[src/hw/rtl/wtr_pkg.sv]
// Shared types, widths and segment tables for the wavelength to RGB block.
// Coefficient tables are built at elaboration from values in hundredths.
// No dependencies.
package wtr_pkg;

   localparam int COEF_FRAC_BITS = 14;
   localparam int COEF_W         = COEF_FRAC_BITS + 3;  // sign + two integer bits

   localparam int WL_W       = 10;
   localparam int T_W        = 16;
   localparam int TT_W       = 2 * T_W;
   localparam int D_W        = 7;   // widest segment spans 115 nm
   localparam int RECIP_W    = 13;  // largest reciprocal is 6554
   localparam int TPROD_W    = D_W + RECIP_W;
   localparam int PROD1_W    = COEF_W + T_W;
   localparam int PROD2_W    = COEF_W + TT_W;
   localparam int ACC_W      = COEF_W + TT_W + 2;
   localparam int OUT_W      = 8;
   localparam int OUT_SHIFT  = COEF_FRAC_BITS + 24;
   localparam int NUM_SEGS   = 10;
   localparam int SEG_W      = 4;
   localparam int NUM_CH     = 3;
   localparam int QDEPTH     = 4;
   localparam int QPTR_W     = 2;
   localparam int QCNT_W     = 3;
   localparam int REQ_DATA_W = 16;
   localparam int RSP_DATA_W = NUM_CH * OUT_W;

   localparam int CH_RED   = 0;
   localparam int CH_GREEN = 1;
   localparam int CH_BLUE  = 2;

   localparam int unsigned T_ONE = 65536;
   localparam int unsigned T_MAX = T_ONE - 1;

   typedef logic signed [COEF_W-1:0] coef_type;

   typedef struct packed {
      logic             hit;
      logic [SEG_W-1:0] seg;
      logic [T_W-1:0]   t;
   } wtr_lane_type;

   typedef struct packed {
      wtr_lane_type [NUM_CH-1:0] lane;
   } wtr_entry_type;

   // round-half-up of |h|/100 in COEF_FRAC_BITS fraction bits, sign restored
   function automatic coef_type coef_q(input int h);
      longint mag;
      longint q;
      mag = (h < 0) ? -longint'(h) : longint'(h);
      q   = ((mag <<< COEF_FRAC_BITS) + 50) / 100;
      return coef_type'((h < 0) ? -q : q);
   endfunction

   localparam int unsigned SEG_CHAN [NUM_SEGS] = '{
      CH_RED, CH_RED, CH_RED, CH_RED, CH_RED,
      CH_GREEN, CH_GREEN, CH_GREEN,
      CH_BLUE, CH_BLUE};

   localparam int unsigned SEG_LO [NUM_SEGS] =
      '{400, 410, 545, 595, 650, 415, 475, 585, 400, 475};
   localparam int unsigned SEG_HI [NUM_SEGS] =
      '{410, 475, 595, 650, 700, 475, 590, 639, 475, 560};

   localparam int unsigned SEG_RECIP [NUM_SEGS] = '{
      (T_ONE + 10 / 2) / 10,
      (T_ONE + 65 / 2) / 65,
      (T_ONE + 50 / 2) / 50,
      (T_ONE + 55 / 2) / 55,
      (T_ONE + 50 / 2) / 50,
      (T_ONE + 60 / 2) / 60,
      (T_ONE + 115 / 2) / 115,
      (T_ONE + 54 / 2) / 54,
      (T_ONE + 75 / 2) / 75,
      (T_ONE + 85 / 2) / 85};

   localparam coef_type SEG_C0 [NUM_SEGS] = '{
      coef_q(0), coef_q(14), coef_q(0), coef_q(98), coef_q(65),
      coef_q(0), coef_q(80), coef_q(84), coef_q(0), coef_q(70)};
   localparam coef_type SEG_C1 [NUM_SEGS] = '{
      coef_q(33), coef_q(0), coef_q(198), coef_q(6), coef_q(-84),
      coef_q(0), coef_q(76), coef_q(-84), coef_q(220), coef_q(-100)};
   localparam coef_type SEG_C2 [NUM_SEGS] = '{
      coef_q(-20), coef_q(-13), coef_q(-100), coef_q(-40), coef_q(20),
      coef_q(80), coef_q(-80), coef_q(0), coef_q(-150), coef_q(30)};

endpackage

[src/hw/rtl/wtr_front.sv]
// Front end: finds the active segment of each channel and its position t.
// Depends on wtr_pkg.
module wtr_front (
   input  logic [wtr_pkg::WL_W-1:0] wavelength_nm,
   output wtr_pkg::wtr_entry_type   entry
);
   import wtr_pkg::*;

   for (genvar ch = 0; ch < NUM_CH; ch++) begin : g_lane
      logic               hit;
      logic [SEG_W-1:0]   sel;
      logic [WL_W-1:0]    diff;
      logic [TPROD_W-1:0] prod;

      // walk from the back so the first listed segment wins
      always_comb begin
         hit = 1'b0;
         sel = '0;
         for (int i = NUM_SEGS - 1; i >= 0; i--) begin
            if (SEG_CHAN[i] == ch && wavelength_nm >= WL_W'(SEG_LO[i])
                && wavelength_nm < WL_W'(SEG_HI[i])) begin
               hit = 1'b1;
               sel = SEG_W'(i);
            end
         end
      end

      always_comb begin
         diff = wavelength_nm - WL_W'(SEG_LO[sel]);
         prod = diff[D_W-1:0] * RECIP_W'(SEG_RECIP[sel]);
         entry.lane[ch].hit = hit;
         entry.lane[ch].seg = sel;
         if (prod > TPROD_W'(T_MAX)) begin
            entry.lane[ch].t = '1;
         end else begin
            entry.lane[ch].t = prod[T_W-1:0];
         end
      end
   end

endmodule

[config.mk]
export PLATFORM = sky130hd
export DESIGN_NAME = wtr_front
export DESIGN_NICKNAME = d
export VERILOG_FILES = /design/src/hw/rtl/wtr_pkg.sv /design/src/hw/rtl/wtr_front.sv
export SDC_FILE = /design/constraint.sdc
export NUM_CORES = 1
export LEC_CHECK = 0
export BUFFER_PORTS_ARGS = -buffer_cell sky130_fd_sc_hd__buf_2
export CORE_ASPECT_RATIO = 1.2
export CORE_MARGIN = 5
export CORE_UTILIZATION = 55
export DETAILED_ROUTE_END_ITERATION = 8
export PLACE_DENSITY = 0.77
export SLEW_MARGIN = 20
export SYNTH_ARGS = -nofsm -noshare
export SYNTH_HDL_FRONTEND = slang
export SYNTH_SLANG_ARGS = --single-unit
[constraint.sdc]
create_clock -name vclk -period 22.3
set_input_delay 6.69 -clock vclk [all_inputs]
set_output_delay 6.69 -clock vclk [all_outputs]
set_load 0.03 [all_outputs]
* Yosys cells after proc, flatten, opt, wreduce, memory -nomap -nowiden
Memories as Yosys holds them, arrays and structs flattened.
Index checks and enable logic that the tools add are counted.
** Storage, ports and cells
- Register bits :: 0
- Memories kept :: 6
- Logic and storage cells :: 82
- ROM bits :: 3072
- Output and inout port bits :: 63
** Operators by class
- Multiply operators :: 3
- Muxes and demuxes :: 35
- Add/sub/neg operators :: 3
- Bitwise logic cells :: 3
- Order comparisons :: 22
- Reductions and logical operators :: 10
** Memory list
- (name not given) :: depth 16, bits a word 32, read ports 1, clocked after Yosys merged registers in 0, wr ports 0, RTL line wtr_front.sv:30 : prod = diff[D_W-1:0] * RECIP_W'(SEG_RECIP[sel]);
- (name not given) :: depth 16, bits a word 32, read ports 1, clocked after Yosys merged registers in 0, wr ports 0, RTL line wtr_front.sv:29 : diff = wavelength_nm - WL_W'(SEG_LO[sel]);
- (name not given) :: depth 16, bits a word 32, read ports 1, clocked after Yosys merged registers in 0, wr ports 0, RTL line wtr_front.sv:30
- (name not given) :: depth 16, bits a word 32, read ports 1, clocked after Yosys merged registers in 0, wr ports 0, RTL line wtr_front.sv:29
- (name not given) :: depth 16, bits a word 32, read ports 1, clocked after Yosys merged registers in 0, wr ports 0, RTL line wtr_front.sv:30
- (name not given) :: depth 16, bits a word 32, read ports 1, clocked after Yosys merged registers in 0, wr ports 0, RTL line wtr_front.sv:29
** Operators with widths (count)
- two-way mux 13 bit :: 6
- > comparator 20 x 16 -> 1 bit (second input constant) :: 3
- less-than comparator 10 bit (second input constant) :: 6
- multiplier 7 x 13 -> 20 bit :: 3
- two-way mux 16 bit :: 3
- two-way mux 7 bit :: 6
- greater-or-equal comparator 10 bit (second input constant) :: 4
- greater-or-equal comparator 10 x 9 -> 1 bit (second input constant) :: 4
- subtractor 7 bit :: 3
- less-than comparator 10 x 9 -> 1 bit (second input constant) :: 2
- two-way mux 3 bit :: 6
- two-way mux 4 bit :: 4
- greater-or-equal comparator 5 bit (second input constant) :: 3
- inverter 4 -> 5 bit :: 3
- logical AND 1 bit :: 10
- two-way mux 1 bit :: 10

* Depth between registers and ports, before layout
Gate-level depths: netlist (run 1).
- Depth in word-level cells :: 15
- Depth in mapped cells :: 35
- Depth with buffers taken out :: 30

* Worst setup path after synthesis (run 1)
OpenSTA, ideal clock, no wires.
- Path kind :: input -> output
- Start point :: input port wavelength_nm[6] in the netlist's numbering
- End point :: output port entry[0] in the netlist's numbering
- Cell stages on the path :: 35
- Setup slack :: 903 ps
- Buffers on the path :: 6
- Arrival time :: 14707 ps
- Cell sequence :: buf_2 -> inv_1 -> clkbuf_1 -> o31ai_1 -> nand2b_1 -> and2_1 -> clkbuf_1 -> inv_1 -> ha_1 -> clkbuf_1 -> nand2_1 -> ha_1 -> nor2b_1 -> o21ai_0 -> a21boi_0 -> o21ai_0 -> and3_1 -> clkbuf_1 -> nor3_1 -> fa_1 -> inv_1 -> fa_1 -> inv_1 -> fa_1 -> inv_1 -> fa_1 -> inv_1 -> ha_1 -> a21o_1 -> a21o_1 -> a21o_1 -> or3_1 -> a21oi_1 -> buf_2 -> o2111ai_1
** RTL lines
- start, declared :: RTL line wtr_front.sv:4 : input logic [wtr_pkg::WL_W-1:0] wavelength_nm,
- end, declared :: RTL line wtr_front.sv:5 : output wtr_pkg::wtr_entry_type entry

==> results of run 1 <==
[final timing paths]
check	startpoint	to	slack [ns]	cells past startpoint
max	wavelength_nm[1]	entry[0]	0.53	32
min	wavelength_nm[6]	entry[20]	14.11	5
[logic make-up (layout without fill, tap and decap cells)]
logic type,count (synthesis),after routing
AOI/OAI and AO/OA,198,198
xor gates and xnor gates,58,58
adders and majority gates,300,300
buffers and inverters,301,339
muxes,5,5
other,2,13
and+or+nand+nor,373,373
[Yosys cell counts, types with 5 or more instances]
library cell / number / area (um2)
a211o_1: 5 / 43.8
a211oi_1: 8 / 60.1
a21boi_0: 7 / 52.6
a21o_1: 14 / 105
a21oi_1: 55 / 275
a31oi_1: 5 / 31.3
and2_1: 9 / 56.3
and3_1: 11 / 68.8
and4_1: 5 / 43.8
buf_2: 13 / 65.1
buf_4: 7 / 52.6
clkbuf_1: 25 / 93.8
fa_1: 148 / 2960
ha_1: 152 / 1900
inv_1: 249 / 935
nand2_1: 66 / 248
nand2b_1: 23 / 144
nand3_1: 20 / 100
nand4_1: 43 / 269
nand4b_1: 9 / 78.8
nor2_1: 107 / 402
nor2b_1: 9 / 56.3
nor3_1: 29 / 145
o211ai_1: 11 / 82.6
o21a_1: 12 / 90.1
o21ai_0: 40 / 200
or2_2: 14 / 87.6
or3_1: 11 / 68.8
xnor2_1: 25 / 219
xor2_1: 33 / 289
[per-layer routing]
layer | GRT usage | vias to the layer above | part of all wire
li1 | - | 4165 | -
met1 | 0.277 | 4130 | 0.43
met2 | 0.418 | 194 | 0.52
met3 | 0.0113 | 26 | 0.037
met4 | 0.0262 | 0 | 0.012
met5 | 0 | - | 0
[cell type report]
type	instances	area (um2)
Fill cell	1637	7160
Antenna cell	2	5.00
Timing Repair Buffer	87	480
Multi-Input combinational cell	945	8700
Tap cell	220	275
Inverter	252	948
[per-stage QoR]
step	setup TNS [ns]	instances	setup slack (ns)	hold slack (ns)	cell area (um2)
floorplan	0	1246	0.903	13.78	9880
global placement	0	1504	0.639	14.11	10400
detailed placement	0	1504	0.273	14.12	10400
CTS	0	1504	0.253	14.12	10400
global route	-0.0281	1505	-0.0234	14.15	10400
finish	0	1506	0.532	14.11	10400
[critical path, delay by kind of cell]
| family | cells | cell delay (ns) |
|---|---|---|
| AOI/OAI and AO/OA | 12 | 2.71 |
| adders and majority gates | 7 | 3.31 |
| buffers and inverters | 7 | 0.83 |
| and+or+nand+nor | 6 | 1.51 |
==> results.ini, run 1 <==
[setup_path]
slowest_delay_ns=0.56
slowest_stage=fa_1
startpoint_type=input pin
path_common_cell=inv_1
path_max_fanout=16
arrival_ns=15.08
cp.required_ns=15.61
cp-end-kind=output pin
worstSetupPathType=input pin to output pin

[route]
drt_first_pass_iters=6
vias=8515
remaining_drc_errors=0
first_iter_violations=434
wl_um=22600
ant_nets=0
wire_per_inst_um=15.0
vias_per_cell=5.65

[synthesis]
yosysSeqAreaShare=0
yosys-mux-area-fraction=0.00533
synth_compound_area_frac=0.132
yosys.area_share.simple=0.195
yosysWarnings=0
synth_area_mm2=0.00985
synth_cells=1237
synth_cell_types=69
synth_xor_area_frac=0.0516
synth.avg_cell_area_um2=7.96
synth_fa_ha_area_frac=0.494
synth_top_family_by_area=adder cells

[cells_and_area]
drive_above_1_share=0.0958
num-clock-buffers=0
num-nets-final=1596
layout_common_cells=inv_1, ha_1, fa_1
seqCellArea_um2=0
final_util=0.593
area_growth_pct=5.72
design.seq.count=0
final_common_cell=inv_1

[flow_run]
drv_cap=0

[die]
dieArea_mm2=0.0207
rows=53
start_util=0.561
ios=73
die_w_um=132
core_mm2=0.0176
die_height_um=157

[timing]
worst_slew_pin_slew_ns=0.890
max_slew_margin=0.401
fmax_mhz=45.9
setup_violations=0
maxSlewViolCount=0
timing.final.crit_share=0.976
period_minus_slack_ns=21.77
hold_violations=0

[global_route]
grt_use_total=0.217
grt_max_degree=21
grt_pass1_wl_um=39300
grt_pass1_vias=8702
antenna_found_initial=2
overflow=0

[clock_tree]
cts-resized-gates=0
post_cts_buffers=0
postCtsHoldBufs=0

[min_path]
holdCritPathClass=input pin to output pin

[status]
status=complete, no violations

[place]
gp_routability_congestion=0.943
dp_hpwl_um=19400
port_buffers=69

Power of run 1 is left out: the tool's default activity adds up to more than one toggle a clock period on the data nets, which glitch-free logic cannot reach.
==> inputs of run 2 (changes only) <==
--- a/config.mk
+++ b/config.mk
@@ -11,6 +11,7 @@
 export CORE_UTILIZATION = 55
 export DETAILED_ROUTE_END_ITERATION = 8
 export PLACE_DENSITY = 0.77
+export REMOVE_ABC_BUFFERS = 1
 export SLEW_MARGIN = 20
 export SYNTH_ARGS = -nofsm -noshare
 export SYNTH_HDL_FRONTEND = slang
==> results.ini, run 2 (same netlist as run 1, synthesis figures left out) <==
[timing]
fin_tns_setup_ns=0
period_minus_slack_ns=21.64
fmax_mhz=46.2
worst_slew_pin_slew_ns=1.03
hold_violations=0
rsz0062_at_grt=no
setup_violations=0
max_slew_margin=0.308
maxSlewViolCount=0
holdWs_ns=14.17
timing.final.crit_share=0.970
setup_ws_ns=0.660

[route]
vias_per_cell=5.62
wire_per_inst_um=14.2
wl_um=21400
remaining_drc_errors=0
vias=8443
ant_nets=0
first_iter_violations=484
drt_first_pass_iters=6

[status]
status=complete, no violations

[place]
gp_routability_congestion=0.910
dp_hpwl_um=18600
port_buffers=69
place_worst_setup_slack_ns=0.360
place_area_mm2=0.0104

[cells_and_area]
final_common_cell=inv_1
design.seq.count=0
seqCellArea_um2=0
num-nets-final=1592
design_area_mm2=0.0104
drive_above_1_share=0.0938
area_growth_pct=5.47
layout_common_cells=inv_1, ha_1, fa_1
num-clock-buffers=0

[die]
core_mm2=0.0176
ios=73
die_w_um=132
rows=53
dieArea_mm2=0.0207
die_height_um=157
start_util=0.561

[global_route]
grt_max_degree=22
grt_pass1_vias=8392
antenna_found_initial=4
grt_use_total=0.211
grt_pass1_wl_um=38200
overflow=0

[setup_path]
cp-end-kind=output pin
path_common_cell=fa_1
slowest_delay_ns=0.54
path_max_fanout=16
startpoint_type=input pin
arrival_ns=14.95
worstSetupPathType=input pin to output pin
cp.required_ns=15.61
slowest_stage=fa_1

[flow_run]
drv_cap=0

[clock_tree]
postCtsHoldBufs=0
post_cts_buffers=0

[min_path]
holdCritPathClass=input pin to output pin

[run 2: changes by cell type in the layout (fill, tap and decap cells not counted), sizes merged]
cell   before  now
diode       2    1
buf        87   83
[run 2: cell type report]
cell class,instances,area (um2)
antenna,1,2.50
fill,1592,7180
inverter,252,948
multi-input combinational,945,8710
tap,220,275
timing repair buffer,83,450
[run 2: per-layer routing]
layer / global-route usage / part of all wire / vias up
met1: 0.280 / 0.43 / 4057
met4: 0.0262 / 0.012 / 6
li1: - / - / 4152
met5: 0 / 0.0019 / -
met2: 0.387 / 0.51 / 199
met3: 0.0177 / 0.045 / 29
[run 2: critical path: cells and delay by family]
| kind | cells | cell delay [ns] |
|---|---|---|
| adder cells (fa/ha/maj) | 7 | 3.20 |
| buffers and inverters | 5 | 0.92 |
| AND/OR/NAND/NOR | 6 | 1.84 |
| AO/OA/AOI/OAI | 12 | 2.27 |
[run 2: final timing paths]
path	cells after the start	endpoint	slack [ns]	start
setup / recovery	30	entry[0]	0.66	wavelength_nm[1]
hold / removal	5	entry[20]	14.17	wavelength_nm[6]
[run 2: timing repair]
action,CTS,global route
hold endpoints to repair,0,0
gates resized for setup,0,5
setup endpoints to repair,0,16
[run 2: metrics by stage]
| stage | util | instances |
|---|---|---|
| after floorplan | - | 1197 |
| after global placement | 0.590 | 1500 |
| after detailed placement | 0.590 | 1500 |
| after CTS | 0.590 | 1500 |
| after global routing | 0.591 | 1501 |
| final | 0.591 | 1501 |
Power of run 2 is left out for the same reason.
