<file path="src/hw/rtl/wtr_pkg.sv">
// Shared types, widths and segment tables for the wavelength to RGB block.
// Coefficient tables are built at elaboration from values in hundredths.
// No dependencies.
package wtr_pkg;

   localparam int COEF_FRAC_BITS = 14;
   localparam int COEF_W         = COEF_FRAC_BITS + 3;  // sign + two integer bits

   localparam int WL_W       = 10;
   localparam int T_W        = 16;
   localparam int TT_W       = 2 * T_W;
   localparam int D_W        = 7;   // widest segment spans 115 nm
   localparam int RECIP_W    = 13;  // largest reciprocal is 6554
   localparam int TPROD_W    = D_W + RECIP_W;
   localparam int PROD1_W    = COEF_W + T_W;
   localparam int PROD2_W    = COEF_W + TT_W;
   localparam int ACC_W      = COEF_W + TT_W + 2;
   localparam int OUT_W      = 8;
   localparam int OUT_SHIFT  = COEF_FRAC_BITS + 24;
   localparam int NUM_SEGS   = 10;
   localparam int SEG_W      = 4;
   localparam int NUM_CH     = 3;
   localparam int QDEPTH     = 4;
   localparam int QPTR_W     = 2;
   localparam int QCNT_W     = 3;
   localparam int REQ_DATA_W = 16;
   localparam int RSP_DATA_W = NUM_CH * OUT_W;

   localparam int CH_RED   = 0;
   localparam int CH_GREEN = 1;
   localparam int CH_BLUE  = 2;

   localparam int unsigned T_ONE = 65536;
   localparam int unsigned T_MAX = T_ONE - 1;

   typedef logic signed [COEF_W-1:0] coef_type;

   typedef struct packed {
      logic             hit;
      logic [SEG_W-1:0] seg;
      logic [T_W-1:0]   t;
   } wtr_lane_type;

   typedef struct packed {
      wtr_lane_type [NUM_CH-1:0] lane;
   } wtr_entry_type;

   // round-half-up of |h|/100 in COEF_FRAC_BITS fraction bits, sign restored
   function automatic coef_type coef_q(input int h);
      longint mag;
      longint q;
      mag = (h < 0) ? -longint'(h) : longint'(h);
      q   = ((mag <<< COEF_FRAC_BITS) + 50) / 100;
      return coef_type'((h < 0) ? -q : q);
   endfunction

   localparam int unsigned SEG_CHAN [NUM_SEGS] = '{
      CH_RED, CH_RED, CH_RED, CH_RED, CH_RED,
      CH_GREEN, CH_GREEN, CH_GREEN,
      CH_BLUE, CH_BLUE};

   localparam int unsigned SEG_LO [NUM_SEGS] =
      '{400, 410, 545, 595, 650, 415, 475, 585, 400, 475};
   localparam int unsigned SEG_HI [NUM_SEGS] =
      '{410, 475, 595, 650, 700, 475, 590, 639, 475, 560};

   localparam int unsigned SEG_RECIP [NUM_SEGS] = '{
      (T_ONE + 10 / 2) / 10,
      (T_ONE + 65 / 2) / 65,
      (T_ONE + 50 / 2) / 50,
      (T_ONE + 55 / 2) / 55,
      (T_ONE + 50 / 2) / 50,
      (T_ONE + 60 / 2) / 60,
      (T_ONE + 115 / 2) / 115,
      (T_ONE + 54 / 2) / 54,
      (T_ONE + 75 / 2) / 75,
      (T_ONE + 85 / 2) / 85};

   localparam coef_type SEG_C0 [NUM_SEGS] = '{
      coef_q(0), coef_q(14), coef_q(0), coef_q(98), coef_q(65),
      coef_q(0), coef_q(80), coef_q(84), coef_q(0), coef_q(70)};
   localparam coef_type SEG_C1 [NUM_SEGS] = '{
      coef_q(33), coef_q(0), coef_q(198), coef_q(6), coef_q(-84),
      coef_q(0), coef_q(76), coef_q(-84), coef_q(220), coef_q(-100)};
   localparam coef_type SEG_C2 [NUM_SEGS] = '{
      coef_q(-20), coef_q(-13), coef_q(-100), coef_q(-40), coef_q(20),
      coef_q(80), coef_q(-80), coef_q(0), coef_q(-150), coef_q(30)};

endpackage

</file>
<file path="src/hw/rtl/wtr_queue.sv">
// Four-entry queue between the classifying front end and the evaluator.
// Depends on wtr_pkg.
module wtr_queue (
   input  logic                    clock,
   input  logic                    reset,
   input  logic                    push,
   input  wtr_pkg::wtr_entry_type  push_entry,
   input  logic                    pop,
   output wtr_pkg::wtr_entry_type  head_entry,
   output logic                    not_empty,
   output logic                    not_full
);
   import wtr_pkg::*;

   wtr_entry_type     entry_ff [QDEPTH];
   logic [QPTR_W-1:0] wr_ptr_ff, wr_ptr_in;
   logic [QPTR_W-1:0] rd_ptr_ff, rd_ptr_in;
   logic [QCNT_W-1:0] count_ff, count_in;

   assign not_empty  = (count_ff != '0);
   assign not_full   = (count_ff != QCNT_W'(QDEPTH));
   assign head_entry = entry_ff[rd_ptr_ff];

   always_comb begin
      wr_ptr_in = push ? wr_ptr_ff + 1'b1 : wr_ptr_ff;
      rd_ptr_in = pop ? rd_ptr_ff + 1'b1 : rd_ptr_ff;
      count_in  = count_ff;
      if (push && !pop) begin
         count_in = count_ff + 1'b1;
      end else if (pop && !push) begin
         count_in = count_ff - 1'b1;
      end
   end

   always_ff @(posedge clock) begin
      if (reset) begin
         wr_ptr_ff <= '0;
         rd_ptr_ff <= '0;
         count_ff  <= '0;
      end else begin
         wr_ptr_ff <= wr_ptr_in;
         rd_ptr_ff <= rd_ptr_in;
         count_ff  <= count_in;
      end
   end

   always_ff @(posedge clock) begin
      if (push) begin
         entry_ff[wr_ptr_ff] <= push_entry;
      end
   end

endmodule

</file>
<file path="config.mk">
export PLATFORM = sky130hd
export DESIGN_NAME = wtr_queue
export DESIGN_NICKNAME = d
export VERILOG_FILES = /design/src/hw/rtl/wtr_pkg.sv /design/src/hw/rtl/wtr_queue.sv
export SDC_FILE = /design/constraint.sdc
export NUM_CORES = 1
export LEC_CHECK = 0
export BUFFER_PORTS_ARGS = -buffer_cell sky130_fd_sc_hd__buf_4
export CELL_PAD_IN_SITES_DETAIL_PLACEMENT = 1
export CELL_PAD_IN_SITES_GLOBAL_PLACEMENT = 1
export CORE_MARGIN = 3
export CORE_UTILIZATION = 35
export CTS_CLUSTER_SIZE = 16
export DETAILED_ROUTE_END_ITERATION = 12
export PLACE_DENSITY = 0.58
export SYNTH_ARGS = -nofsm -noshare
export SYNTH_HDL_FRONTEND = slang
export SYNTH_SLANG_ARGS = --single-unit
</file>
<file path="constraint.sdc">
create_clock -name clock -period 5 [get_ports clock]
set_input_delay 0.25 -clock clock [delete_from_list [all_inputs] [get_ports clock]]
set_output_delay 0.25 -clock clock [all_outputs]
set_load 0.01 [all_outputs]
</file>
# Word level (Yosys, flattened, before mapping)
# Memory sizes are Yosys's and may differ from the RTL's. A register that Yosys moved wholly into a read port is not among the register bits.
# Cells that the tools add are included.
[word_totals] mem_bits_rw=252 memories=1 regBits=7 output_inout_bits=65 wordCells=21
[memory_table] memory="entry_ff" words=4 width=63 read_ports=1 rd_ports_with_merged_regs=1 wr=1 line_no="wtr_queue.sv:15" text="wtr_entry_type entry_ff [QDEPTH];"
[op_classes] n_addsub=4 n_reduce_logical=6 n_eq_ne=1 muxes=6
[ops] operator="$mux W3" n=2
[ops] operator="$add A2 B1 Y2 const B" n=2
[ops] operator="$mux W2" n=2
[ops] operator="$add A3 B1 Y3 const B" n=1
[ops] operator="$ne A3 B3 Y1 const B" n=1
[ops] operator="$reduce_bool A3 Y1" n=1
[ops] operator="$sub A3 B1 Y3 const B" n=1
[ops] operator="$logic_and A1 B1 Y1" n=2
[ops] operator="$logic_not A1 Y1" n=2
[ops] operator="$mux W1" n=2
[ops] operator="$reduce_bool A2 Y1" n=1

# Longest topological paths before layout
# Gate-level depths: netlist of the first run.
[depth] word_depth=4 mapped_depth=7 ltp_nobuf=7

# Worst setup path after synthesis of the first run
# OpenSTA, ideal clock, no wires.
[synth_timing] kind="register -> register" startpoint="register wr_ptr_ff[0]" endpoint="memory entry_ff[0][0] (netlist bit) (enable)" required_ps=4573 path_stages_with_launch=4 t_arrival_ps=2025 period_less_slack_ps=2453 setup_time_ps=427 path_slack_ps=2547 cell_sequence="dfxtp_1 inv_1 ha_1 and2_1"
[synth_rtl] element="start, declared" line_no="wtr_queue.sv:16" text="logic [QPTR_W-1:0] wr_ptr_ff, wr_ptr_in;"
[synth_rtl] element="start signal, assigned" line_no="wtr_queue.sv:41" text="wr_ptr_ff <= wr_ptr_in;"
[synth_rtl] element="end, declared" line_no="wtr_queue.sv:15"
# No word-level cell before the write port.

==> reports/results.ini, run 1 <==
[synth]
synth_area_um2=9590
synth-edff-count=252
synth_fp_nets=447
synth_cell_type_count=20
seq_area_frac_synth_pct=80.8
async_reset_ff_share_pct=0
syn-mean-instance-area_um2=25.6
ys_warn_count=0
ys_ff_latch=261
synth_top_flop_cell=edfxtp_1
synthCells=374

[worst_setup_path]
crit_fanout=51
crit_path_max_incr_delay_ps=1080
cp_cell_sequence=buf_4, mux4_2, buf_4
r2r-end=entry_ff[3][52]$_DFFE_PP_
crit_type=flip-flop to primary output
crit_top_cell=buf_4
critPathArrivalTime_ps=2760
endpoint_kind=primary output
cp_data_required_time_ps=4750
r2r-start=wr_ptr_ff[0]$_SDFFE_PP0P_
crit_end=head_entry[29]
start_kind=flip-flop
r2r_cells=2
r2r_slack_ps=3130
crit_slowest_cell=dfxtp_4

[layout]
n_fill_cell=2415
n_antenna_cell=0
multi_input_area_um2=1670
area_growth_syn_to_layout_pct=28.7
seqCellArea_um2=7750
fin_nets=659
final_common_cell=edfxtp_1
final_layout_size_suffix_gt1_share_pct=39.5
layout_common_cells=edfxtp_1 (252), buf_4 (132), dlygate4sd3_1 (65)
fin_cells=940
finish.utilization_pct=46.6

[pwr]
p_leak_nw=4.21
p_per_area_nw_per_um2=405
ir_worst_vdd_mv=0.280
p_total_w=0.00500

[global_routing]
antenna_found_initial=0
grt_pass1_vias=5117
overflow=0
track_usage_pct=13.0
grt_pass1_wl_um=29200
grt_max_degree=64

[floorplanning]
die_h_um=172
die_width_um=172
io_pins=132
core_um2=26500
die-area_um2=29400
start_util_pct=36.2
rows=59

[sta]
timing.fmax_mhz=332
fin_crit_sh_pct=60.3
setup_tns_ps=0
worst_pin_slew_ps=1090
fin_skew_ps=10.0
hold_violations=0
slew_viol_final=0
fin_crit_ps=3010
maxSlewHeadroom_pct=27.1
rsz0062_at_grt=no
setup_violations=0

[cts]
root_buffer=clkbuf_16
insertion_delay_ps=520
numCtsBuffers=28
cts_buffer_depth=3
clk_pin_slew_worst_paths_ps=60
cts_tree=done
clkSinkCount=261
cts_max_level=1

[place]
gp_congestion=0.666
hpwl_um=10600
port_buffers=131
dp.cells=826

[routing]
top_layer_used=met4
wl_met3_um=703
m1WireLength_um=7970
dr_total_vias=4514
drtIter0Drc=236
first_pass_iters=4
dr_wl_met2_um=10200
drc_errors=0
drt.antenna.violating_nets=0
avgRoutedWirePerCell_um=20.6
wl_um=19300
viasPerCell=4.80

[min_path]
hp-class=input pin to flip-flop
hold_depth=3

[outcome]
run_status=completed

[run]
maxCapViolCount=0

==> synthesized netlist by cell type (3+ instances only) <==
cell type	number	area (um2)
buf_12	6	120
ha_1	5	62.6
xor2_1	3	26.3
edfxtp_1	252	7570
mux4_1	3	78.8
buf_2	6	30.0
nor2_1	8	30.0
and2_1	4	25.0
mux4_2	60	1350
inv_1	4	15.0
dfxtp_1	9	180
==> worst max-delay path, delay by kind of cell, from the launching register on <==
family,cells,cell delay [ps]
DFF,1,1080
buffers and inverters,2,590
muxes,1,550
==> cell families (layout without fill, tap and decap cells) <==
group / Yosys count / in the layout / share of synthesized area, %
flops: 261 / 261 / 80.8
compound gates: 2 / 2 / 0.104
simple gates: 16 / 16 / 0.783
buf+inv: 19 / 250 / 1.92
mux: 65 / 65 / 15.1
xor+xnor: 5 / 5 / 0.457
fa+ha+maj: 6 / 6 / 0.861
==> what timing repair did <==
action | 4_1_cts | 5_1_grt
hold buffers | 65 | 0
buffers inserted | 0 | 0
gates resized for setup | 0 | 0
endpoints found under the hold margin | 261 | 0
==> registers in the layout, summed over array words and instances, names as in the netlist, named ones only <==
name and count:
wr_ptr_ff 2, rd_ptr_ff 2, count_ff 3, entry_ff 252
==> metrics by stage <==
stage                     area [um2]  hold slack (ps)  worst slack, ps
after CTS                      12300             7.93             1800
after global placement         10900              448             2430
after global routing           12300             59.5             1710
after floorplan                 9590              349             2550
after detailed placement       10900              454             2380
final                          12300             33.5             1990
==> cell type report <==
class	instances	share of cell area, %
Inverter	4	0.122
Sequential cell	261	62.8
Timing Repair Buffer	197	13.3
Multi-Input combinational cell	94	13.5
Clock inverter	16	0.831
Clock buffer	33	6.00
Tap cell	335	3.40
==> power breakdown <==
part	switching, W	internal [W]	total, W
clock network	0.000799	0.00110	0.00190
registers	0.0000707	0.00251	0.00258
logic	0.000223	0.000295	0.000519
==> per-layer routing <==
layer	track usage, %	up-vias
met2	23.1	96
met4	3.81	0
met1	16.5	2374
li1	-	2012
met3	2.25	32
met5	0	-
==> worst min-delay path by stage <==
stage                                           end           start  slack (ps)
after floorplan            entry_ff[0][0]$_DFFE_PP_   push_entry[0]         350
after global placement    entry_ff[2][47]$_DFFE_PP_  push_entry[47]         450
after detailed placement  entry_ff[3][60]$_DFFE_PP_  push_entry[60]         450
after CTS                 rd_ptr_ff[0]$_SDFFE_PP0P_             pop           8
after global routing      rd_ptr_ff[0]$_SDFFE_PP0P_             pop          60
final                     rd_ptr_ff[0]$_SDFFE_PP0P_             pop          30
No activity file was read; power rests on OpenSTA's default activity.
==> run 2, diff against run 1 <==
==> constraint.sdc (replaced) <==
create_clock -name clock -period 2.93 [get_ports clock]
set_input_delay 0.1465 -clock clock [delete_from_list [all_inputs] [get_ports clock]]
set_output_delay 0.1465 -clock clock [all_outputs]
set_load 0.01 [all_outputs]
==> run 2 against run 1 <==
  * Critical path depth unchanged
  * Utilization grew 0.85 points
  * Total power up 76%
  * Cell area grew 1.8%
  * Routed wire length grew 0.50%
  * Largest power group unchanged
  * Via count rose by 1.6%
  * Worst setup slack got worse by 1500 ps
  * Flip-flop and latch count unchanged
  * Final cell count grew 1.5%
==> reports/results.ini, run 2 (synthesis results as in run 1) <==
[sta]
timing.fmax_mhz=406
maxSlewHeadroom_pct=65.2  ; +38 points
slew_viol_final=0  ; unchanged
rsz0062_at_grt=no
fin_crit_sh_pct=84.1
setup_tns_ps=0  ; unchanged
hold_violations=0  ; unchanged
worst_slack_ps=467  ; -1520 ps
fin_skew_ps=16.7  ; +6.61 ps
fin_crit_ps=2460
setup_violations=0  ; unchanged
worst_pin_slew_ps=522  ; -572 ps

[worst_setup_path]
crit_type=flip-flop to primary output
crit_fanout=23  ; -55%
cp_top_family=flip-flops
path_buf_inv=2  ; unchanged
r2r-start=wr_ptr_ff[0]$_SDFFE_PP0P_
crit_end=head_entry[6]
crit_path_max_incr_delay_ps=660  ; -420 ps
r2r_cells=4  ; +2
cp_data_required_time_ps=2780  ; -1970 ps
crit_slowest_cell=dfxtp_4
cp_cell_sequence=buf_4, mux4_2, buf_4
r2r_slack_ps=1160  ; -1970 ps
start_kind=flip-flop
endpoint_kind=primary output
critical_path_depth=3  ; unchanged
critPathArrivalTime_ps=2320  ; -440 ps
r2r-end=entry_ff[0][9]$_DFFE_PP_
crit_top_cell=buf_4

[layout]
design_area_um2=12600  ; +1.8%
finish.utilization_pct=47.4  ; +0.85 points
area_growth_syn_to_layout_pct=31.0
largest_reg_flops=252  ; unchanged
final_layout_size_suffix_gt1_share_pct=40.1  ; +0.56 points
top_regs=entry_ff: 252 flops, count_ff: 3 flops
n_fill_cell=2400  ; -0.62%
fin_nets=669  ; +1.5%
top_register=entry_ff
final_common_cell=edfxtp_1
n_antenna_cell=0  ; unchanged
layout_common_cells=edfxtp_1 (252), buf_4 (133), dlygate4sd3_1 (67)

[cts]
clk_pin_slew_worst_paths_ps=60  ; about the same
cts_max_level=1  ; unchanged
numCtsBuffers=29  ; +3.6%
cts_tree=done
clkSinkCount=261  ; unchanged
cts_resized=0  ; unchanged
insertion_delay_ps=530  ; about the same
cts_buffer_depth=3  ; unchanged
root_buffer=clkbuf_16

[floorplanning]
rows=59  ; unchanged
core_um2=26500  ; unchanged
io_pins=132  ; unchanged
die-area_um2=29400  ; unchanged
die_h_um=172  ; unchanged
start_util_pct=36.2  ; unchanged
die_width_um=172  ; unchanged

[run]
maxCapViolCount=0  ; unchanged

[routing]
wl_um=19400  ; +0.50%
first_pass_iters=4  ; unchanged
drtIter0Drc=295  ; +25%
drc_errors=0  ; unchanged
avgRoutedWirePerCell_um=20.4  ; -0.98%
viasPerCell=4.81  ; +0.15%
drt.antenna.violating_nets=0  ; unchanged
dr_total_vias=4588  ; +1.6%

[pwr]
ir_worst_vdd_mv=0.349  ; +25%
p_leak_nw=4.30  ; +2.3%
p_per_area_nw_per_um2=700  ; +73%

[place]
gp_congestion=0.672  ; +1.0%
preCtsSetupSlack_ps=922  ; -1450 ps
hpwl_um=11200  ; +6.2%
place_area_um2=11000  ; +1.2%
port_buffers=131  ; unchanged

[global_routing]
antenna_found_initial=0  ; unchanged
grt_pass1_vias=5149  ; +0.63%
track_usage_pct=13.2  ; +0.16 points
overflow=0  ; unchanged
grt_pass1_wl_um=29600  ; +1.4%
grt_max_degree=39  ; -39%

[min_path]
hp-class=input pin to flip-flop

[outcome]
run_status=completed

-- run 2: cell count changes in the layout (fill, tap and decap cells not counted), sizes merged --
cell,previous run,this run
dlygate4sd3,65,67
inv,4,5
clkbuf,33,34
bufinv,1,3
clkinvlp,1,2
buf,132,139
-- run 2: metal layers --
layer	up-vias	share of wire [%]	track usage, %	routed length (um)
met5	-	0	0	0
met1	2420	42	17.0	8110
met2	114	52	23.3	10100
li1	2028	-	-	-
met3	26	4.4	2.28	859
met4	0	1.7	3.29	327
-- run 2: worst min-delay path by stage --
stage | startpoint | end | slack (ps) | depth (start not counted)
detailed placement | push_entry[27] | entry_ff[0][27]$_DFFE_PP_ | 350 | 1
global placement | push_entry[27] | entry_ff[0][27]$_DFFE_PP_ | 340 | 1
finish | push_entry[27] | entry_ff[2][27]$_DFFE_PP_ | 350 | 2
CTS | push_entry[27] | entry_ff[1][27]$_DFFE_PP_ | 320 | 2
global route | push_entry[22] | entry_ff[1][22]$_DFFE_PP_ | 330 | 2
floorplan | push_entry[0] | entry_ff[0][0]$_DFFE_PP_ | 250 | 0
-- run 2: report_power, final --
part	leakage (nW)	internal, W	switching, W
logic	1.46	0.000527	0.000433
clock network	0.451	0.00207	0.00140
registers	2.39	0.00429	0.0000812
-- run 2: timing repair --
| action | 4_1_cts | 5_1_grt |
|---|---|---|
| buffers inserted | 0 | 0 |
| hold buffers | 67 | 0 |
| hold endpoints to repair | 261 | 0 |
-- run 2: layout make-up --
type | count | area [um2] | share of cell area (%)
sequential | 261 | 7750 | 61.7
timing repair buffer | 206 | 1790 | 14.2
multi-input combinational | 94 | 1670 | 13.3
clock buffer | 34 | 744 | 5.92
tap | 335 | 419 | 3.33
clock inverter | 20 | 176 | 1.40
inverter | 4 | 15.0 | 0.119
-- run 2: through the flow --
stage / hold WS, ps / std cells / power (W)
2_1_floorplan: 245 / 374 / 0.00491
3_3_place_gp: 344 / 833 / 0.00533
3_5_place_dp: 348 / 833 / 0.00536
4_1_cts: 318 / 954 / 0.00893
5_1_grt: 326 / 954 / 0.00916
6_report: 351 / 954 / 0.00880
